**src/sv/ihex_pkg.sv**
```systemverilog
`timescale 1ns / 1ps

package ihex_pkg;

    localparam int CHAR_W   = 8;
    localparam int MSIZE_W  = 22;
    localparam int ADDR_W   = 21;
    localparam int DATA_W   = 8;
    localparam int KIND_W   = 2;
    localparam int CODE_W   = 3;
    localparam int SEG_W    = 20;
    localparam int OFFS_W   = 16;

    localparam logic [MSIZE_W-1:0] MEM_SIZE_RESET = 22'd65536;

    localparam logic [CHAR_W-1:0] CH_COLON   = 8'd58;
    localparam logic [CHAR_W-1:0] CH_NEWLINE = 8'd10;

    localparam logic [7:0] REC_DATA    = 8'h00;
    localparam logic [7:0] REC_EOF     = 8'h01;
    localparam logic [7:0] REC_SEGMENT = 8'h02;
    localparam logic [7:0] REC_START   = 8'h03;

    localparam logic [KIND_W-1:0] KIND_WRITE = 2'd0;
    localparam logic [KIND_W-1:0] KIND_EOF   = 2'd1;
    localparam logic [KIND_W-1:0] KIND_ERROR = 2'd2;

    localparam logic [CODE_W-1:0] ERR_HEADER  = 3'd0;
    localparam logic [CODE_W-1:0] ERR_RANGE   = 3'd1;
    localparam logic [CODE_W-1:0] ERR_SHORT   = 3'd2;
    localparam logic [CODE_W-1:0] ERR_SEGMENT = 3'd3;
    localparam logic [CODE_W-1:0] ERR_TYPE    = 3'd4;

    typedef enum logic [4:0] {
        PH_LINE_START = 5'b00001,
        PH_SKIP       = 5'b00010,
        PH_HEADER     = 5'b00100,
        PH_DATA       = 5'b01000,
        PH_SEGMENT    = 5'b10000
    } phase_t;

    typedef struct packed {
        logic              valid;
        logic [KIND_W-1:0] kind;
        logic [ADDR_W-1:0] addr;
        logic [DATA_W-1:0] data;
        logic [CODE_W-1:0] code;
    } res_t;

    // bit 4 set means not a hex digit
    function automatic logic [4:0] hex_value(input logic [CHAR_W-1:0] c);
        logic [4:0] v;
        if (c >= 8'd48 && c <= 8'd57)
            v = 5'(c - 8'd48);
        else if (c >= 8'd65 && c <= 8'd70)
            v = 5'(c - 8'd55);
        else if (c >= 8'd97 && c <= 8'd102)
            v = 5'(c - 8'd87);
        else
            v = 5'd16;
        return v;
    endfunction

endpackage

```
**src/sv/intel_hex_record_loader_unit.sv**
```systemverilog
`timescale 1ns / 1ps
// Each character is registered in the input stage; its result word is registered in the output stage on m_axis.
// Throughput: one character per cycle; the parser core adds no stall of its own,
// so only a stalled m_axis holds back s_axis.
// Reset (rst_n, async, active low): parser waits for a line start, segment base
// and counters clear, mem_size returns to 65536, pipeline and output go empty.

module intel_hex_record_loader_unit (
    input  logic                            clk,
    input  logic                            rst_n,
    input  logic                            s_axis_tvalid,
    output logic                            s_axis_tready,
    input  logic [7:0]                      s_axis_tdata,   // [7:0] character
    output logic                            m_axis_tvalid,
    input  logic                            m_axis_tready,
    // [20:0] write_address, [28:21] write_data, [31:29] error_code
    output logic [31:0]                     m_axis_tdata,
    output logic [1:0]                      m_axis_tuser,   // [1:0] result_kind
    input  logic                            cfg_wr_en,
    input  logic [ihex_pkg::MSIZE_W-1:0]    cfg_wr_data     // mem_size
);

    logic [ihex_pkg::MSIZE_W-1:0]   mem_size_reg;
    logic                           in_valid_reg;
    logic [ihex_pkg::CHAR_W-1:0]    in_char_reg;
    logic                           out_valid_reg, out_valid_next;
    ihex_pkg::res_t                 out_res_reg;

    logic                           advance;
    logic                           step;
    ihex_pkg::res_t                 core_res;
    logic                           core_halted;

    assign advance       = !out_valid_reg || m_axis_tready;
    assign s_axis_tready = !in_valid_reg || advance;
    assign step          = in_valid_reg && advance;

    ihex_core u_core (
        .clk       (clk),
        .rst_n     (rst_n),
        .step      (step),
        .character (in_char_reg),
        .mem_size  (mem_size_reg),
        .res       (core_res),
        .halted    (core_halted)
    );

    always_comb
    begin
        if (advance)
            out_valid_next = step && core_res.valid;
        else
            out_valid_next = out_valid_reg;
    end

    always_ff @(posedge clk or negedge rst_n)
    begin
        if (!rst_n)
        begin
            mem_size_reg  <= ihex_pkg::MEM_SIZE_RESET;
            in_valid_reg  <= 1'b0;
            out_valid_reg <= 1'b0;
        end
        else
        begin
            if (cfg_wr_en)
                mem_size_reg <= cfg_wr_data;
            if (s_axis_tready)
                in_valid_reg <= s_axis_tvalid;
            out_valid_reg <= out_valid_next;
        end
    end

    always_ff @(posedge clk)
    begin
        if (s_axis_tvalid && s_axis_tready)
            in_char_reg <= s_axis_tdata;
        if (advance)
            out_res_reg <= core_res;
    end

    assign m_axis_tvalid = out_valid_reg;
    assign m_axis_tuser  = out_res_reg.kind;
    assign m_axis_tdata  = {out_res_reg.code, out_res_reg.data, out_res_reg.addr};

`ifndef SYNTH
    // once halted the parser must stay silent
    a_halted_silent: assert property (@(posedge clk) disable iff (!rst_n)
        core_halted |-> !core_res.valid)
        else $error("result produced while halted");

    // an end-of-file or error word is always followed by the halted state
    a_stop_halts: assert property (@(posedge clk) disable iff (!rst_n)
        (m_axis_tvalid && m_axis_tuser != ihex_pkg::KIND_WRITE) |-> core_halted)
        else $error("stop word without halt");

    // empty output stage never blocks the input side
    a_no_idle_stall: assert property (@(posedge clk) disable iff (!rst_n)
        !m_axis_tvalid |-> s_axis_tready)
        else $error("input stalled with empty output");
`endif

endmodule

```
**src/sv/ihex_core.sv**
```systemverilog
`timescale 1ns / 1ps

module ihex_core (
    input  logic                              clk,
    input  logic                              rst_n,
    input  logic                              step,
    input  logic [ihex_pkg::CHAR_W-1:0]       character,
    input  logic [ihex_pkg::MSIZE_W-1:0]      mem_size,
    output ihex_pkg::res_t                    res,
    output logic                              halted
);

    ihex_pkg::phase_t                 phase_reg,  phase_next;
    logic [2:0]                       digit_reg,  digit_next;
    logic [7:0]                       count_reg,  count_next;
    logic [ihex_pkg::OFFS_W-1:0]      offset_reg, offset_next;
    logic [ihex_pkg::SEG_W-1:0]       seg_reg,    seg_next;
    logic [ihex_pkg::ADDR_W-1:0]      addr_reg,   addr_next;
    logic [15:0]                      acc_reg,    acc_next;
    logic                             halted_reg, halted_next;

    logic [4:0]                       h;
    logic                             hex_ok;
    logic [15:0]                      acc_shift;
    logic [ihex_pkg::ADDR_W-1:0]      start;
    logic [ihex_pkg::MSIZE_W-1:0]     end_sum;

    assign h         = ihex_pkg::hex_value(character);
    assign hex_ok    = !h[4];
    assign acc_shift = {acc_reg[11:0], h[3:0]};
    assign start     = {1'b0, seg_reg} + {5'b0, offset_reg};
    assign end_sum   = {1'b0, start} + {14'b0, count_reg};
    assign halted    = halted_reg;

    always_comb
    begin
        phase_next  = phase_reg;
        digit_next  = digit_reg;
        count_next  = count_reg;
        offset_next = offset_reg;
        seg_next    = seg_reg;
        addr_next   = addr_reg;
        acc_next    = acc_reg;
        halted_next = halted_reg;
        res         = '0;

        if (step && !halted_reg)
        begin
            unique case (phase_reg)
                ihex_pkg::PH_LINE_START:
                begin
                    if (character == ihex_pkg::CH_COLON)
                    begin
                        phase_next = ihex_pkg::PH_HEADER;
                        digit_next = 3'd0;
                        acc_next   = '0;
                    end
                    else if (character != ihex_pkg::CH_NEWLINE)
                    begin
                        phase_next = ihex_pkg::PH_SKIP;
                    end
                end
                ihex_pkg::PH_HEADER:
                begin
                    if (!hex_ok)
                    begin
                        halted_next = 1'b1;
                        res.valid   = 1'b1;
                        res.kind    = ihex_pkg::KIND_ERROR;
                        res.code    = ihex_pkg::ERR_HEADER;
                    end
                    else
                    begin
                        acc_next   = acc_shift;
                        digit_next = digit_reg + 3'd1;
                        if (digit_reg == 3'd1)
                        begin
                            count_next = acc_shift[7:0];
                            acc_next   = '0;
                        end
                        else if (digit_reg == 3'd5)
                        begin
                            offset_next = acc_shift;
                            acc_next    = '0;
                        end
                        else if (digit_reg == 3'd7)
                        begin
                            acc_next   = '0;
                            digit_next = 3'd0;
                            // record type is complete: dispatch on it now
                            unique case (acc_shift[7:0])
                                ihex_pkg::REC_DATA:
                                begin
                                    if (end_sum > mem_size)
                                    begin
                                        halted_next = 1'b1;
                                        res.valid   = 1'b1;
                                        res.kind    = ihex_pkg::KIND_ERROR;
                                        res.code    = ihex_pkg::ERR_RANGE;
                                    end
                                    else
                                    begin
                                        addr_next  = start;
                                        phase_next = (count_reg == 8'd0) ?
                                                     ihex_pkg::PH_SKIP : ihex_pkg::PH_DATA;
                                    end
                                end
                                ihex_pkg::REC_EOF:
                                begin
                                    halted_next = 1'b1;
                                    res.valid   = 1'b1;
                                    res.kind    = ihex_pkg::KIND_EOF;
                                end
                                ihex_pkg::REC_SEGMENT:
                                begin
                                    phase_next = ihex_pkg::PH_SEGMENT;
                                end
                                ihex_pkg::REC_START:
                                begin
                                    phase_next = ihex_pkg::PH_SKIP;
                                end
                                default:
                                begin
                                    halted_next = 1'b1;
                                    res.valid   = 1'b1;
                                    res.kind    = ihex_pkg::KIND_ERROR;
                                    res.code    = ihex_pkg::ERR_TYPE;
                                end
                            endcase
                        end
                    end
                end
                ihex_pkg::PH_DATA:
                begin
                    if (!hex_ok)
                    begin
                        halted_next = 1'b1;
                        res.valid   = 1'b1;
                        res.kind    = ihex_pkg::KIND_ERROR;
                        res.code    = ihex_pkg::ERR_SHORT;
                    end
                    else if (digit_reg == 3'd0)
                    begin
                        acc_next   = {12'b0, h[3:0]};
                        digit_next = 3'd1;
                    end
                    else
                    begin
                        res.valid  = 1'b1;
                        res.kind   = ihex_pkg::KIND_WRITE;
                        res.addr   = addr_reg;
                        res.data   = {acc_reg[3:0], h[3:0]};
                        acc_next   = '0;
                        digit_next = 3'd0;
                        addr_next  = addr_reg + 21'd1;
                        count_next = count_reg - 8'd1;
                        if (count_reg == 8'd1)
                            phase_next = ihex_pkg::PH_SKIP;
                    end
                end
                ihex_pkg::PH_SEGMENT:
                begin
                    if (!hex_ok)
                    begin
                        halted_next = 1'b1;
                        res.valid   = 1'b1;
                        res.kind    = ihex_pkg::KIND_ERROR;
                        res.code    = ihex_pkg::ERR_SEGMENT;
                    end
                    else if (digit_reg == 3'd3)
                    begin
                        seg_next   = {acc_shift, 4'b0};
                        acc_next   = '0;
                        digit_next = 3'd0;
                        phase_next = ihex_pkg::PH_SKIP;
                    end
                    else
                    begin
                        acc_next   = acc_shift;
                        digit_next = digit_reg + 3'd1;
                    end
                end
                ihex_pkg::PH_SKIP:
                begin
                    if (character == ihex_pkg::CH_NEWLINE)
                        phase_next = ihex_pkg::PH_LINE_START;
                end
                default:
                begin
                    phase_next = ihex_pkg::PH_LINE_START;
                end
            endcase
        end
    end

    always_ff @(posedge clk or negedge rst_n)
    begin
        if (!rst_n)
        begin
            phase_reg  <= ihex_pkg::PH_LINE_START;
            digit_reg  <= '0;
            count_reg  <= '0;
            offset_reg <= '0;
            seg_reg    <= '0;
            addr_reg   <= '0;
            acc_reg    <= '0;
            halted_reg <= 1'b0;
        end
        else
        begin
            phase_reg  <= phase_next;
            digit_reg  <= digit_next;
            count_reg  <= count_next;
            offset_reg <= offset_next;
            seg_reg    <= seg_next;
            addr_reg   <= addr_next;
            acc_reg    <= acc_next;
            halted_reg <= halted_next;
        end
    end

endmodule
```
**config.mk**
```make
export PLATFORM = sky130hd
export DESIGN_NAME = intel_hex_record_loader_unit
export DESIGN_NICKNAME = d
export VERILOG_FILES = /design/src/sv/ihex_pkg.sv /design/src/sv/intel_hex_record_loader_unit.sv /design/src/sv/ihex_core.sv
export SDC_FILE = /design/constraint.sdc
export NUM_CORES = 1
export LEC_CHECK = 0
export ABC_AREA = 1
export ABC_CLOCK_PERIOD_IN_PS = 6900
export BUFFER_PORTS_ARGS = -buffer_cell sky130_fd_sc_hd__buf_2
export CAP_MARGIN = 20
export CORE_MARGIN = 3
export CORE_UTILIZATION = 55
export CTS_CLUSTER_SIZE = 20
export DETAILED_ROUTE_END_ITERATION = 8
export GPL_TIMING_DRIVEN = 0
export PLACE_DENSITY = 0.74
export SKIP_LAST_GASP = 1
export SLEW_MARGIN = 20
export SYNTH_ARGS = -nofsm -noshare
export SYNTH_HDL_FRONTEND = slang
export SYNTH_HIERARCHICAL = 1
export SYNTH_SLANG_ARGS = --single-unit
export TNS_END_PERCENT = 100
```
**constraint.sdc**
```tcl
create_clock -name clk -period 6.9 [get_ports clk]
set_input_delay 1.035 -clock clk [delete_from_list [all_inputs] [get_ports clk]]
set_output_delay 1.035 -clock clk [all_outputs]
set_load 0.02 [all_outputs]
```
**After elaboration in Yosys (flattened, before gate mapping)**

Index checks and enable logic that the tools add are counted.

- Div/mod/pow operators: 0
- Order comparisons: 7
- Eq/ne operators: 39
- Bitwise operators: 4
- Muxes and demuxes: 83
- Shifts and indexed selects: 0
- Multiply operators: 0
- Reductions and logical operators: 29
- Add/subtract/negate cells: 8

Operators with widths:

| operator | number |
|---|---|
| 21-bit two-way mux | 8 |
| 12-bit two-way mux | 8 |
| 5-bit two-way mux | 16 |
| 29-bit two-way mux | 2 |
| 3-bit two-way mux | 19 |
| 12-bit case mux with 4 select lines | 1 |
| 21-bit case mux with 2 select lines | 1 |
| 35-bit two-way mux | 1 |
| 32-bit two-way mux | 1 |
| 8-bit two-way mux | 4 |
| 3-bit case mux with 3 select lines | 3 |
| 5-bit case mux with 5 select lines | 1 |
| 21-bit by 8-bit adder with 22-bit output | 1 |
| 22-bit > comparator | 1 |
| 20-bit by 16-bit adder with 21-bit output | 1 |
| 21-bit by 1-bit adder with 21-bit output, second input constant | 1 |
| 8-bit by 1-bit equality test with 1-bit output, second input constant | 2 |
| 8-bit by 2-bit equality test with 1-bit output, second input constant | 2 |
| 8-bit by 7-bit >= comparator with 1-bit output, second input constant | 2 |
| 8-bit by 7-bit less-or-equal comparator with 1-bit output, second input constant | 2 |
| 8-bit zero test | 2 |
| 2-bit inequality test, second input constant | 8 |
| 8-bit case mux with 2 select lines | 1 |
| 5-bit case mux with 3 select lines | 1 |
| 44 further kinds | 81 |

- Register bits: 148
- RAM bits: 0
- Word-level logic and storage cells: 186
- Memory bits (read-only): 0
- Memories: 0
- Latch bits: 0
- Output and inout port bits: 36
- Input port bits: 35

**Longest topological paths before layout**

Gate-level depths: netlist (run 1).

- Depth in word-level cells: 15
- Mapped depth: 34
- Depth with buffers taken out: 34

**Cells and area by module**

Netlist (run 1), hierarchy kept.

Modules (own cells, without submodules):

| module | seq. area each (um^2) | instances | area each (um^2) | cells each |
|---|---|---|---|---|
| ihex_core | 2053.2 | 1 | 7231.9 | 1097 |
| intel_hex_record_loader_unit | 1863.0 | 1 | 2334.7 | 147 |

**Worst setup path before layout (run 1)**

Ideal clock, no wire load.

- Path type: flip-flop to flip-flop
- Start point: register u_core/offset_reg[4] (netlist bit)
- End point: register u_core/addr_reg[8] (netlist bit)
- Arrival time: 3840 ps
- Period minus slack after synthesis: 3957 ps
- Required time: 6783 ps
- Setup time: 117 ps
- Cell stages (with the launch flop): 32
- Slack: 2943 ps
- Path buffers: 1
- Path through: dfrtp_1 > ha_1 > inv_1 > fa_1 > xnor2_1 > ha_1 > nand2_1 > nor2_1 > nand2_1 > nand2_1 > nand2_1 > nand2_1 > nand2_1 > nor2_2 > nand2_1 > nor2_2 > nand2_1 > xor2_1 > inv_1 > ha_1 > nand2_1 > nor2_1 > nand3_1 > nor2_1 > nand3_1 > nand2_1 > nand2_2 > nand2_4 > nand2_4 > buf_6 > o21ai_1 > inv_1

- Cells in the longest elaborated chain, start to end: 8
- Elaborated cells between the ends (all ways): 12
- Classes of those cells: add/sub (2); order compare (1); eq/ne (1); mux (7); reduce/logical (1)

RTL lines:

| item | RTL line | RTL |
|---|---|---|
| start: declaration | ihex_core.sv:16 | `logic [ihex_pkg::OFFS_W-1:0] offset_reg, offset_next;` |
| start signal: assignment | ihex_core.sv:214 | `offset_reg <= offset_next;` |
| 20-bit by 16-bit adder with 21-bit output (*) | ihex_core.sv:31 | `assign start = {1'b0, seg_reg} + {5'b0, offset_reg};` |
| branches (longest 7 deep; another with 21-bit by 8-bit adder with 22-bit output) | - |  |
| end signal: assignment | ihex_core.sv:216 | `addr_reg <= addr_next;` |
| end: declaration | ihex_core.sv:18 | `logic [ihex_pkg::ADDR_W-1:0] addr_reg, addr_next;` |

Every way passes the cells marked *. The select of a mux whose other input is x is not followed.
A chain may end at the register's enable or synchronous reset.

**Worst setup path after layout (run 1)**

- Start point: register u_core/offset_reg[6] (netlist bit)
- End point: register u_core/addr_reg[13] (netlist bit)

The elaborated chain is that of the path after synthesis.

==> results of run 1 <==
==> final cells by class <==
type / instances / area [um^2] / share of cell area [%]
Multi-Input combinational cell: 853 / 4660 / 43.1
Inverter: 217 / 815 / 7.53
Timing Repair Buffer: 70 / 379 / 3.50
Clock inverter: 13 / 160 / 1.48
Sequential cell: 148 / 3920 / 36.2
Tap cell: 220 / 275 / 2.54
Clock buffer: 19 / 433 / 4.00
Buffer: 26 / 178 / 1.64
==> metal layers <==
metal	wire, um	share of wire (%)	GRT usage (%)
met1	10400	46	34.1
met4	506	2.2	7.63
met2	10700	47	41.9
met3	1080	4.7	4.28
met5	0	0	0
==> placed cells by master, fill, tap and decap left out, types with 3 or more instances in the layout <==
cell type  instances
buf_2             73
inv_1            210
o211ai_1           3
bufinv_16          3
nor2_2            10
nor2_1           106
edfxtp_1          42
ha_1              55
o21ai_0           77
clkinv_4           4
xor2_2             3
o21ai_2           24
nor4_1             5
nand3_1           65
xnor2_1            4
o21ai_1           26
dfrtp_1          104
nand3_2            7
clkbuf_1          14
clkinv_2           4
buf_6              5
clkbuf_16         17
nand2_2           11
o21a_1             3
mux2i_1            4
nand2_4            5
inv_2              7
nor3_1            22
nand4_1           17
xor2_1            21
a21oi_1           42
nand2_1          319
==> critical path, stage by stage (launching register included) <==
cell     delay [ps]
dfrtp_1         400
ha_1            400
nand2_1         110
nand3_1         150
xnor2_1         410
inv_1            90
ha_1            410
nand2_1         100
o21a_1          200
nand2_1          70
nand2_1          70
inv_1           100
nand3_2         100
nor2_2          110
nand2_2          90
nor2_4          130
nand2_1          80
xor2_1          160
ha_1            280
nand2_1          80
nor4_1          300
nand3_1         100
nand2_1         210
nand2_2         140
nand2_4         120
nand2_1         190
o21ai_1         190
inv_1            50
==> cell families (layout without fill, tap and decap cells) <==
group | after synthesis | in the layout | share of synthesized area, %
simple gates | 577 | 577 | 26.3
buf+inv | 243 | 345 | 10.4
compound gates | 184 | 184 | 11.0
flops | 148 | 148 | 40.9
fa+ha+maj | 57 | 57 | 7.61
xor+xnor | 30 | 30 | 3.37
mux | 4 | 4 | 0.419
other cells | 1 | 1 | 0.0392
==> metrics by stage <==
step / cells / hold WS (ps)
2_1_floorplan: 1244 / 421
3_3_place_gp: 1533 / 435
3_5_place_dp: 1534 / 439
4_1_cts: 1566 / 453
5_1_grt: 1566 / 482
6_report: 1566 / 451
==> power groups by stage <==
stage                     clock network, mW  logic, mW  registers [mW]
final                                 0.941      0.113           0.926
after floorplan                           0     0.0732           0.940
after detailed placement                  0      0.113           0.942
after CTS                             0.956      0.114           0.926
after global routing                  0.997      0.130           0.928
after global placement                    0      0.108           0.942
==> how the worst min path moves through the flow <==
stage,startpoint,slack [ps],endpoint,cells past startpoint
after global placement,u_core/halted$_DFFE_PN0P_,440,u_core/halted$_DFFE_PN0P_,2
after floorplan,u_core/halted$_DFFE_PN0P_,420,u_core/halted$_DFFE_PN0P_,2
after global routing,u_core/halted$_DFFE_PN0P_,480,u_core/halted$_DFFE_PN0P_,2
after detailed placement,u_core/halted$_DFFE_PN0P_,440,u_core/halted$_DFFE_PN0P_,2
final,u_core/halted$_DFFE_PN0P_,450,u_core/halted$_DFFE_PN0P_,2
after CTS,u_core/halted$_DFFE_PN0P_,450,u_core/halted$_DFFE_PN0P_,2
==> flow_summary.ini, run 1 <==
[synth]
synth_top_flop_cell = dfrtp_1
yosysSeqAreaShare_pct = 40.9
synth_area_leaders = dfrtp_1 27%, edfxtp_1 13%, nand2_1 13%
synthCells = 1244
synth_top_cell_area_share_pct = 27.2
synthArstFlopShare_pct = 71.6
ys_types = 47
synth_nets = 1336
ys_ff_latch = 148
yosysTopAreaCell = dfrtp_1
ys_top_cells_by_count = 320 x nand2_1, 210 x inv_1, 106 x nor2_1, 104 x dfrtp_1, 77 x o21ai_0
synth_warnings = 6
synth.most_common_cell = nand2_1
synth_edf_count = 42
netlist_area_um2 = 9570
avgSynthCellArea_um2 = 7.69

[timing]
finalCritPeriodShare_pct = 71.8
maxSlewViolCount = 0
hold_viol = 0
fin_skew_ps = 10.0
maxSlewHeadroom_pct = 43.5
fmax_ghz = 0.202
tns_ps = 0
period_needed_ps = 4960
tightest_slew_ps = 844
setup_viol = 0
rsz0062_at_grt = false
worst_slack_ps = 1940

[cts]
cts_tree = yes
cts_root_buf = clkbuf_16
htree_levels = 4
cts_post_setup_buffers_inserted = 0
cts_hold_buf = 0
cts_buffers = 17
cts_buffer_depth = 2
cts-resized-gates = 0
clkTransAtPathRegs_ps = 60
clk_latency_ps = 430
cts.sinks = 148

[placement]
gp_congestion = 0.901
dp.final_hpwl_mm = 17.2
postPlaceCellArea_um2 = 10200
numPortBuffers = 69
pre_cts_slack_ps = 2010

[routing]
drt_iter0_drc = 682
ant_nets = 0
vias = 8274
first_pass_iters = 7
wl_per_cell_um = 14.5
wl_mm = 22.7
viasPerCell = 5.28
drc = 0

[global_routing]
grt_pass1_vias = 7835
grt_antenna_before_repair = 0
grtUsageTotal_pct = 25.2
overflow = 0
grt_first_pass_wirelength_mm = 37.8
grt_max_degree = 74

[floorplanning]
ioPinCount = 71
start_util_pct = 56.9
die_height_um = 138
rows = 47
die_w_um = 138
die-area_um2 = 19000
coreArea_um2 = 16800

[finish]
fin_util_pct = 64.3
layout.nets = 1425
drive_gt1_share_pct = 14.0
largest_reg_flops = 32
n_fill_cell = 1506
n_antenna_cell = 0
fin_area_um2 = 10800
syn_to_final_growth_pct = 13.1

[worst_setup_path]
worstPathRequired_ps = 7210
r2r_start = u_core/offset_reg[6]$_DFFE_PN0P_
crit_path_end = u_core/addr_reg[13]$_DFFE_PN0P_
critPathLaunchType = register
worstSetupEndpointType = register
crit_path_max_fanout = 8
r2r_end = u_core/addr_reg[13]$_DFFE_PN0P_
path_class = register to register
ff2ff_setup_slack_ps = 1940
crit_arrival_ps = 5270
critPathLaunch = u_core/offset_reg[6]$_DFFE_PN0P_
reg2regPathDepth = 27

[flow_run]
maxCapViolations = 0

[power_and_ir_drop]
internal_power_mw = 1.53
seq_power_share_pct = 46.8
peakVddDrop_uv = 226
p_sw_mw = 0.454
swShare_pct = 23.0
p_leak_nw = 5.52
p_clk_share_pct = 47.5
total_power_mw = 1.98
powerDensity_nw_per_um2 = 183
comb_power_share_pct = 5.7

[worst_hold_path]
hold_path_class = register to register

[run_status]
status = finished, final reports clean
Note: power is estimated with default switching activity, not from simulation.
==> run 2: changes to the inputs <==
--- a/config.mk
+++ b/config.mk
@@ -5,8 +5,8 @@
 export SDC_FILE = /design/constraint.sdc
 export NUM_CORES = 1
 export LEC_CHECK = 0
-export ABC_AREA = 1
-export ABC_CLOCK_PERIOD_IN_PS = 6900
+export ABC_AREA = 0
+export ABC_CLOCK_PERIOD_IN_PS = 4000
 export BUFFER_PORTS_ARGS = -buffer_cell sky130_fd_sc_hd__buf_2
 export CAP_MARGIN = 20
 export CORE_MARGIN = 3
@@ -14,7 +14,7 @@
 export CTS_CLUSTER_SIZE = 20
 export DETAILED_ROUTE_END_ITERATION = 8
 export GPL_TIMING_DRIVEN = 0
-export PLACE_DENSITY = 0.74
+export PLACE_DENSITY = 0.77
 export SKIP_LAST_GASP = 1
 export SLEW_MARGIN = 20
 export SYNTH_ARGS = -nofsm -noshare
==> constraint.sdc (replaced) <==
create_clock -name clk -period 4 [get_ports clk]
set_input_delay 0.6 -clock clk [delete_from_list [all_inputs] [get_ports clk]]
set_output_delay 0.6 -clock clk [all_outputs]
set_load 0.02 [all_outputs]
==> run 2 against run 1 <==
Against the previous run: the run now ends with negative setup slack left; clock power rose by 71%; critical path depth fell by 9; worst setup slack got worse by 2800 ps; die area fell by 5.5%; cell area rose by 0.17%; clock-buffer cell count rose by 3; first-iteration DRC count rose by 34%.
==> flow_summary.ini, run 2 <==
[placement]
numPortBuffers = 70
postPlaceCellArea_um2 = 9850
gp_congestion = 0.938
dp.final_hpwl_mm = 16.6
pre_cts_slack_ps = -1250

[routing]
vias = 7738
drt_iter0_drc = 916
wl_per_cell_um = 19.0
first_pass_iters = 5
drc = 0
wl_mm = 23.7
viasPerCell = 6.20
ant_nets = 0

[synth]
synthArstFlopShare_pct = 71.6
synth_nets = 1000
synth_warnings = 6
synth_area_leaders = dfrtp_1 29%, edfxtp_1 14%, ha_1 7.6%
synth_top_cell_area_share_pct = 28.9
synthCells = 908
synth_edf_count = 42
ys_top_cells_by_count = 104 x dfrtp_1, 81 x nand2_1, 63 x inv_1, 55 x ha_1, 50 x o21ai_0
yosysTopAreaCell = dfrtp_1
avgSynthCellArea_um2 = 9.93
ys_ff_latch = 148
synth_top_flop_cell = dfrtp_1
netlist_area_um2 = 9010
yosysSeqAreaShare_pct = 43.4
ys_types = 75
synth.most_common_cell = dfrtp_1

[timing]
whs_ps = 94.8
tightest_slew_ps = 1080
hold_viol = 0
fmax_ghz = 0.204
maxSlewHeadroom_pct = 27.7
worst_slack_ps = -904
fin_skew_ps = 10.0
rsz0062_at_grt = true
setup_viol = 29
period_needed_ps = 4900
maxSlewViolCount = 0
finalCritPeriodShare_pct = 123

[power_and_ir_drop]
swShare_pct = 25.3
internal_power_mw = 2.72
powerDensity_nw_per_um2 = 336
p_leak_nw = 5.01
peakVddDrop_uv = 321
p_clk_share_pct = 44.2
total_power_mw = 3.64
p_sw_mw = 0.922
seq_power_share_pct = 45.3
comb_power_share_pct = 10.6

[finish]
fin_area_um2 = 10800
fin_util_pct = 68.0
drive_gt1_share_pct = 24.5
layout.nets = 1112
largest_reg_flops = 32
layout_commonest_cell = dfrtp_1
layout_common_cells = 104 x dfrtp_1, 80 x nand2_1, 76 x buf_2
syn_to_final_growth_pct = 20.2
n_antenna_cell = 0

[global_routing]
overflow = 0
grt_pass1_vias = 7530
grt_first_pass_wirelength_mm = 38.3
grtUsageTotal_pct = 26.6
grt_max_degree = 63
grt_antenna_before_repair = 0

[worst_hold_path]
hold_path_class = primary input to async pin

[worst_setup_path]
crit_arrival_ps = 5220
crit_path_max_fanout = 6
path_class = register to register
worstSetupEndpointType = register
worstPathRequired_ps = 4310
critPathLaunchType = register

[cts]
cts_tree = yes
clkTransAtPathRegs_ps = 60
htree_levels = 4
cts_buffer_depth = 2
cts_root_buf = clkbuf_16
cts.sinks = 148
cts_buffers = 17
clk_latency_ps = 430

[run_status]
status = finished with violations
violations = negative setup slack

[floorplanning]
start_util_pct = 56.5
die_height_um = 134
die-area_um2 = 18000
ioPinCount = 71
coreArea_um2 = 15900
rows = 46
die_w_um = 134

[flow_run]
maxCapViolations = 0
## run 2: changes by cell type after synthesis, sizes merged, moves of 21 or more
cell / previous run / this run
mux2: 0 / 49
nand3: 72 / 26
clkbuf: 12 / 33
inv: 217 / 63
nand2: 335 / 81
nor2: 118 / 36
o21ai: 127 / 51
## run 2: cell type report
class | instances | area [um^2]
clock buffer | 22 | 507
buffer | 44 | 230
fill | 1207 | 5110
clock inverter | 10 | 91.3
inverter | 63 | 236
tap | 216 | 270
timing repair buffer | 93 | 596
multi-input combinational | 653 | 4990
sequential | 148 | 3920
## run 2: cells by family (layout without fill, tap and decap cells)
group                      after synthesis  after routing  synth area share (%)
and+or+nand+nor                        279            279                  15.9
DFF                                    148            148                  43.4
adders and majority gates               57             57                  8.08
muxes                                   57             57                  7.05
xor gates and xnor gates                26             26                  2.53
buffers and inverters                  107            232                  4.82
AOI/OAI and AO/OA                      233            233                  18.1
other                                    1              1                0.0416
## run 2: layer usage
layer  routed length (um)  vias to the layer above  GRT usage, %
li1                     -                     3581             -
met1                 9940                     3735          34.9
met2                11100                      343          42.6
met3                 1560                       79          4.46
met4                 1150                        0          14.1
met5                    0                        -             0
## run 2: repair_timing
item,CTS,global route
pin swaps,32,22
hold buffers,0,0
gates cloned,3,0
endpoints found under the setup margin,29,29
resized for setup,31,15
buffers inserted,18,0
## run 2: final timing paths
path                                               start                              end  slack, ps  depth (start not counted)
hold / removal                                     rst_n      mem_size_reg[3]$_DFFE_PN0P_         90                          1
setup / recovery           u_core/seg_reg[5]$_DFFE_PN0P_   u_core/addr_reg[1]$_DFFE_PN0P_       -900                         18
max in group asynchronous                          rst_n  u_core/phase_reg[0]$_DFFE_PN1P_       3240                          2
hold reg to reg                u_core/halted$_DFFE_PN0P_        u_core/halted$_DFFE_PN0P_        490                          1
min in group clk                         s_axis_tdata[6]         in_char_reg[6]$_DFFE_PP_        340                          1
setup reg to reg           u_core/seg_reg[5]$_DFFE_PN0P_   u_core/addr_reg[1]$_DFFE_PN0P_       -900                         18
## run 2: metrics by stage
step | instances | setup TNS [ps]
CTS | 1249 | -22620
detailed placement | 1196 | -33300
finish | 1249 | -24300
global route | 1249 | -31570
global placement | 1194 | -33000
floorplan | 908 | -10330
## run 2: power groups by stage
stage               logic [mW]  clock network (mW)  registers, mW
finish                   0.384                1.61           1.65
global route             0.426                1.69           1.65
CTS                      0.372                1.62           1.65
floorplan                0.234                   0           1.66
global placement         0.326                   0           1.67
detailed placement       0.337                   0           1.67
## run 2: worst max-delay path, cell delays in order (launching register included)
cell       delay, ps
dfrtp_1          380
ha_1             290
a21o_1           210
a311oi_2         170
buf_4            180
or3_4            350
a2111oi_4        390
nand4_1          210
nor4b_2          330
xor2_1           180
ha_1             270
a21o_1           170
a21o_1           180
a221oi_4         400
o211ai_1         230
a21oi_4          230
buf_12           140
o21a_4           170
mux2_4           300
==> run 3: changes to the inputs <==
--- a/config.mk
+++ b/config.mk
@@ -15,6 +15,7 @@
 export DETAILED_ROUTE_END_ITERATION = 8
 export GPL_TIMING_DRIVEN = 0
 export PLACE_DENSITY = 0.77
+export RECOVER_POWER = 50
 export SKIP_LAST_GASP = 1
 export SLEW_MARGIN = 20
 export SYNTH_ARGS = -nofsm -noshare
==> run 3 against run 2 <==
Against the previous run: the flow finishes with violations (max-capacitance violations, max-slew violations, negative setup slack); critical path depth unchanged; combinational power decreased by 1%; clock skew decreased by 0.75 ps; worst hold slack improved by 250 ps; non-clock buffer count unchanged; die area unchanged; critical endpoint is now u_core/phase_reg[2]$_DFFE_PN0P_.
==> flow_summary.ini, run 3 (same netlist as run 2, synthesis figures left out) <==
[placement]
dp.final_hpwl_mm = 16.6
gp_congestion = 0.938
postPlaceCellArea_um2 = 9850
pre_cts_slack_ps = -1250
numPortBuffers = 70

[timing]
tightest_slew_ps = 2520
fmax_ghz = 0.204
hold_viol = 0
finalCritPeriodShare_pct = 122
worst_slack_ps = -899
setup_viol = 29
maxSlewHeadroom_pct = -67.8
maxSlewViolCount = 140
fin_skew_ps = 9.26
period_needed_ps = 4900
rsz0062_at_grt = true

[finish]
n_fill_cell = 1221
syn_to_final_growth_pct = 19.5
fin_area_um2 = 10800
drive_gt1_share_pct = 23.9
layout_common_cells = 104 x dfrtp_1, 80 x nand2_1, 75 x buf_2
fin_util_pct = 67.6
n_antenna_cell = 0
layout_commonest_cell = dfrtp_1
largest_reg_flops = 32
layout.nets = 1112

[cts]
cts_tree = yes
htree_levels = 4
cts_root_buf = clkbuf_16
cts_hold_buf = 0
cts_buffer_depth = 2
clkTransAtPathRegs_ps = 60
cts.sinks = 148
clk_latency_ps = 430
cts_buffers = 17

[floorplanning]
coreArea_um2 = 15900
die_height_um = 134
rows = 46
die_w_um = 134
die-area_um2 = 18000
ioPinCount = 71
start_util_pct = 56.5

[power_and_ir_drop]
powerDensity_nw_per_um2 = 337
p_leak_nw = 4.98
peakVddDrop_uv = 318

[global_routing]
overflow = 0
grt_max_degree = 63
grt_first_pass_wirelength_mm = 38.3
grt_antenna_before_repair = 0
grtUsageTotal_pct = 26.6
grt_pass1_vias = 7530

[worst_setup_path]
worstSetupEndpointType = register
ff2ff_setup_slack_ps = -900
path_class = register to register
critPathLaunchType = register
crit_arrival_ps = 5210
worstPathRequired_ps = 4310
crit_path_max_fanout = 4

[worst_hold_path]
hold_path_class = primary input to register

[routing]
ant_nets = 0
drc = 0
vias = 7811
met2_length_mm = 11.1
first_pass_iters = 6
drt_iter0_drc = 846
wl_per_cell_um = 19.0
viasPerCell = 6.25
wl_mm = 23.8
met1Wirelength_mm = 9.77
wl_met3_mm = 1.71
top_layer_used = met4

[flow_run]
maxCapViolations = 3

[run_status]
status = finished with violations
violations = max-capacitance violations, max-slew violations, negative setup slack
[run 3: changes by cell type in the layout (fill, tap and decap cells not counted), sizes merged]
cell	delta
buf	-6
clkbuf	+6
[run 3: final cells by class]
class | instances | area (um^2) | area share (%)
multi-input combinational | 653 | 4990 | 46.3
clock inverter | 10 | 91.3 | 0.848
tap | 216 | 270 | 2.51
timing repair buffer | 93 | 548 | 5.09
sequential | 148 | 3920 | 36.4
clock buffer | 22 | 507 | 4.70
inverter | 63 | 236 | 2.20
buffer | 44 | 215 | 2.00
[run 3: path summary, 6_finish.rpt]
kind	to	cells past startpoint	startpoint
min in group asynchronous	u_core/addr_reg[0]$_DFFE_PN0P_	1	rst_n
worst max-delay path	u_core/phase_reg[2]$_DFFE_PN0P_	18	u_core/seg_reg[5]$_DFFE_PN0P_
worst min register to register	u_core/halted$_DFFE_PN0P_	1	u_core/halted$_DFFE_PN0P_
worst min-delay path	in_char_reg[4]$_DFFE_PP_	1	s_axis_tdata[4]
worst max register to register	u_core/phase_reg[2]$_DFFE_PN0P_	18	u_core/seg_reg[5]$_DFFE_PN0P_
max in group asynchronous	u_core/seg_reg[16]$_DFFE_PN0P_	2	rst_n
[run 3: per-stage QoR]
| stage | total power [mW] | TNS [ps] | cells | hold WS, ps |
|---|---|---|---|---|
| after floorplan | 1.90 | -10330 | 908 | 304 |
| after global placement | 2.00 | -33000 | 1194 | 462 |
| after detailed placement | 2.01 | -33300 | 1196 | 479 |
| after CTS | 3.64 | -22620 | 1249 | 116 |
| after global routing | 3.76 | -40340 | 1249 | 330 |
| final | 3.63 | -24180 | 1249 | 340 |
[run 3: layer usage]
metal | up-vias | global-route usage (%)
met1 | 3766 | 34.9
li1 | 3581 | -
met5 | - | 0
met2 | 378 | 42.6
met4 | 0 | 14.1
met3 | 86 | 4.46
[run 3: what timing repair did]
| item | CTS | global route |
|---|---|---|
| cloned | 3 | 0 |
| pin swaps | 32 | 22 |
| setup buffers | 18 | 0 |
| setup endpoints to repair | 29 | 29 |
| resized for setup | 31 | 15 |
[run 3: worst max-delay path: stages, from the launching register on]
cell and delay [ps]:
dfrtp_1 380, ha_1 290, a21o_1 210, a311oi_2 160
buf_4 170, or3_4 350, a2111oi_4 390, nand4_1 210
nor4b_2 330, xor2_1 180, ha_1 270, a21o_1 170
a21o_1 180, a221oi_4 390, buf_6 170, o2111ai_2 130
a31oi_4 350, o21bai_4 110, mux2_4 310
[run 3: where the power goes]
part | internal [mW] | switching (mW) | total (mW)
Clock | 0.963 | 0.637 | 1.60
Combinational | 0.148 | 0.232 | 0.380
Sequential | 1.60 | 0.0452 | 1.65
Total | 2.71 | 0.914 | 3.63
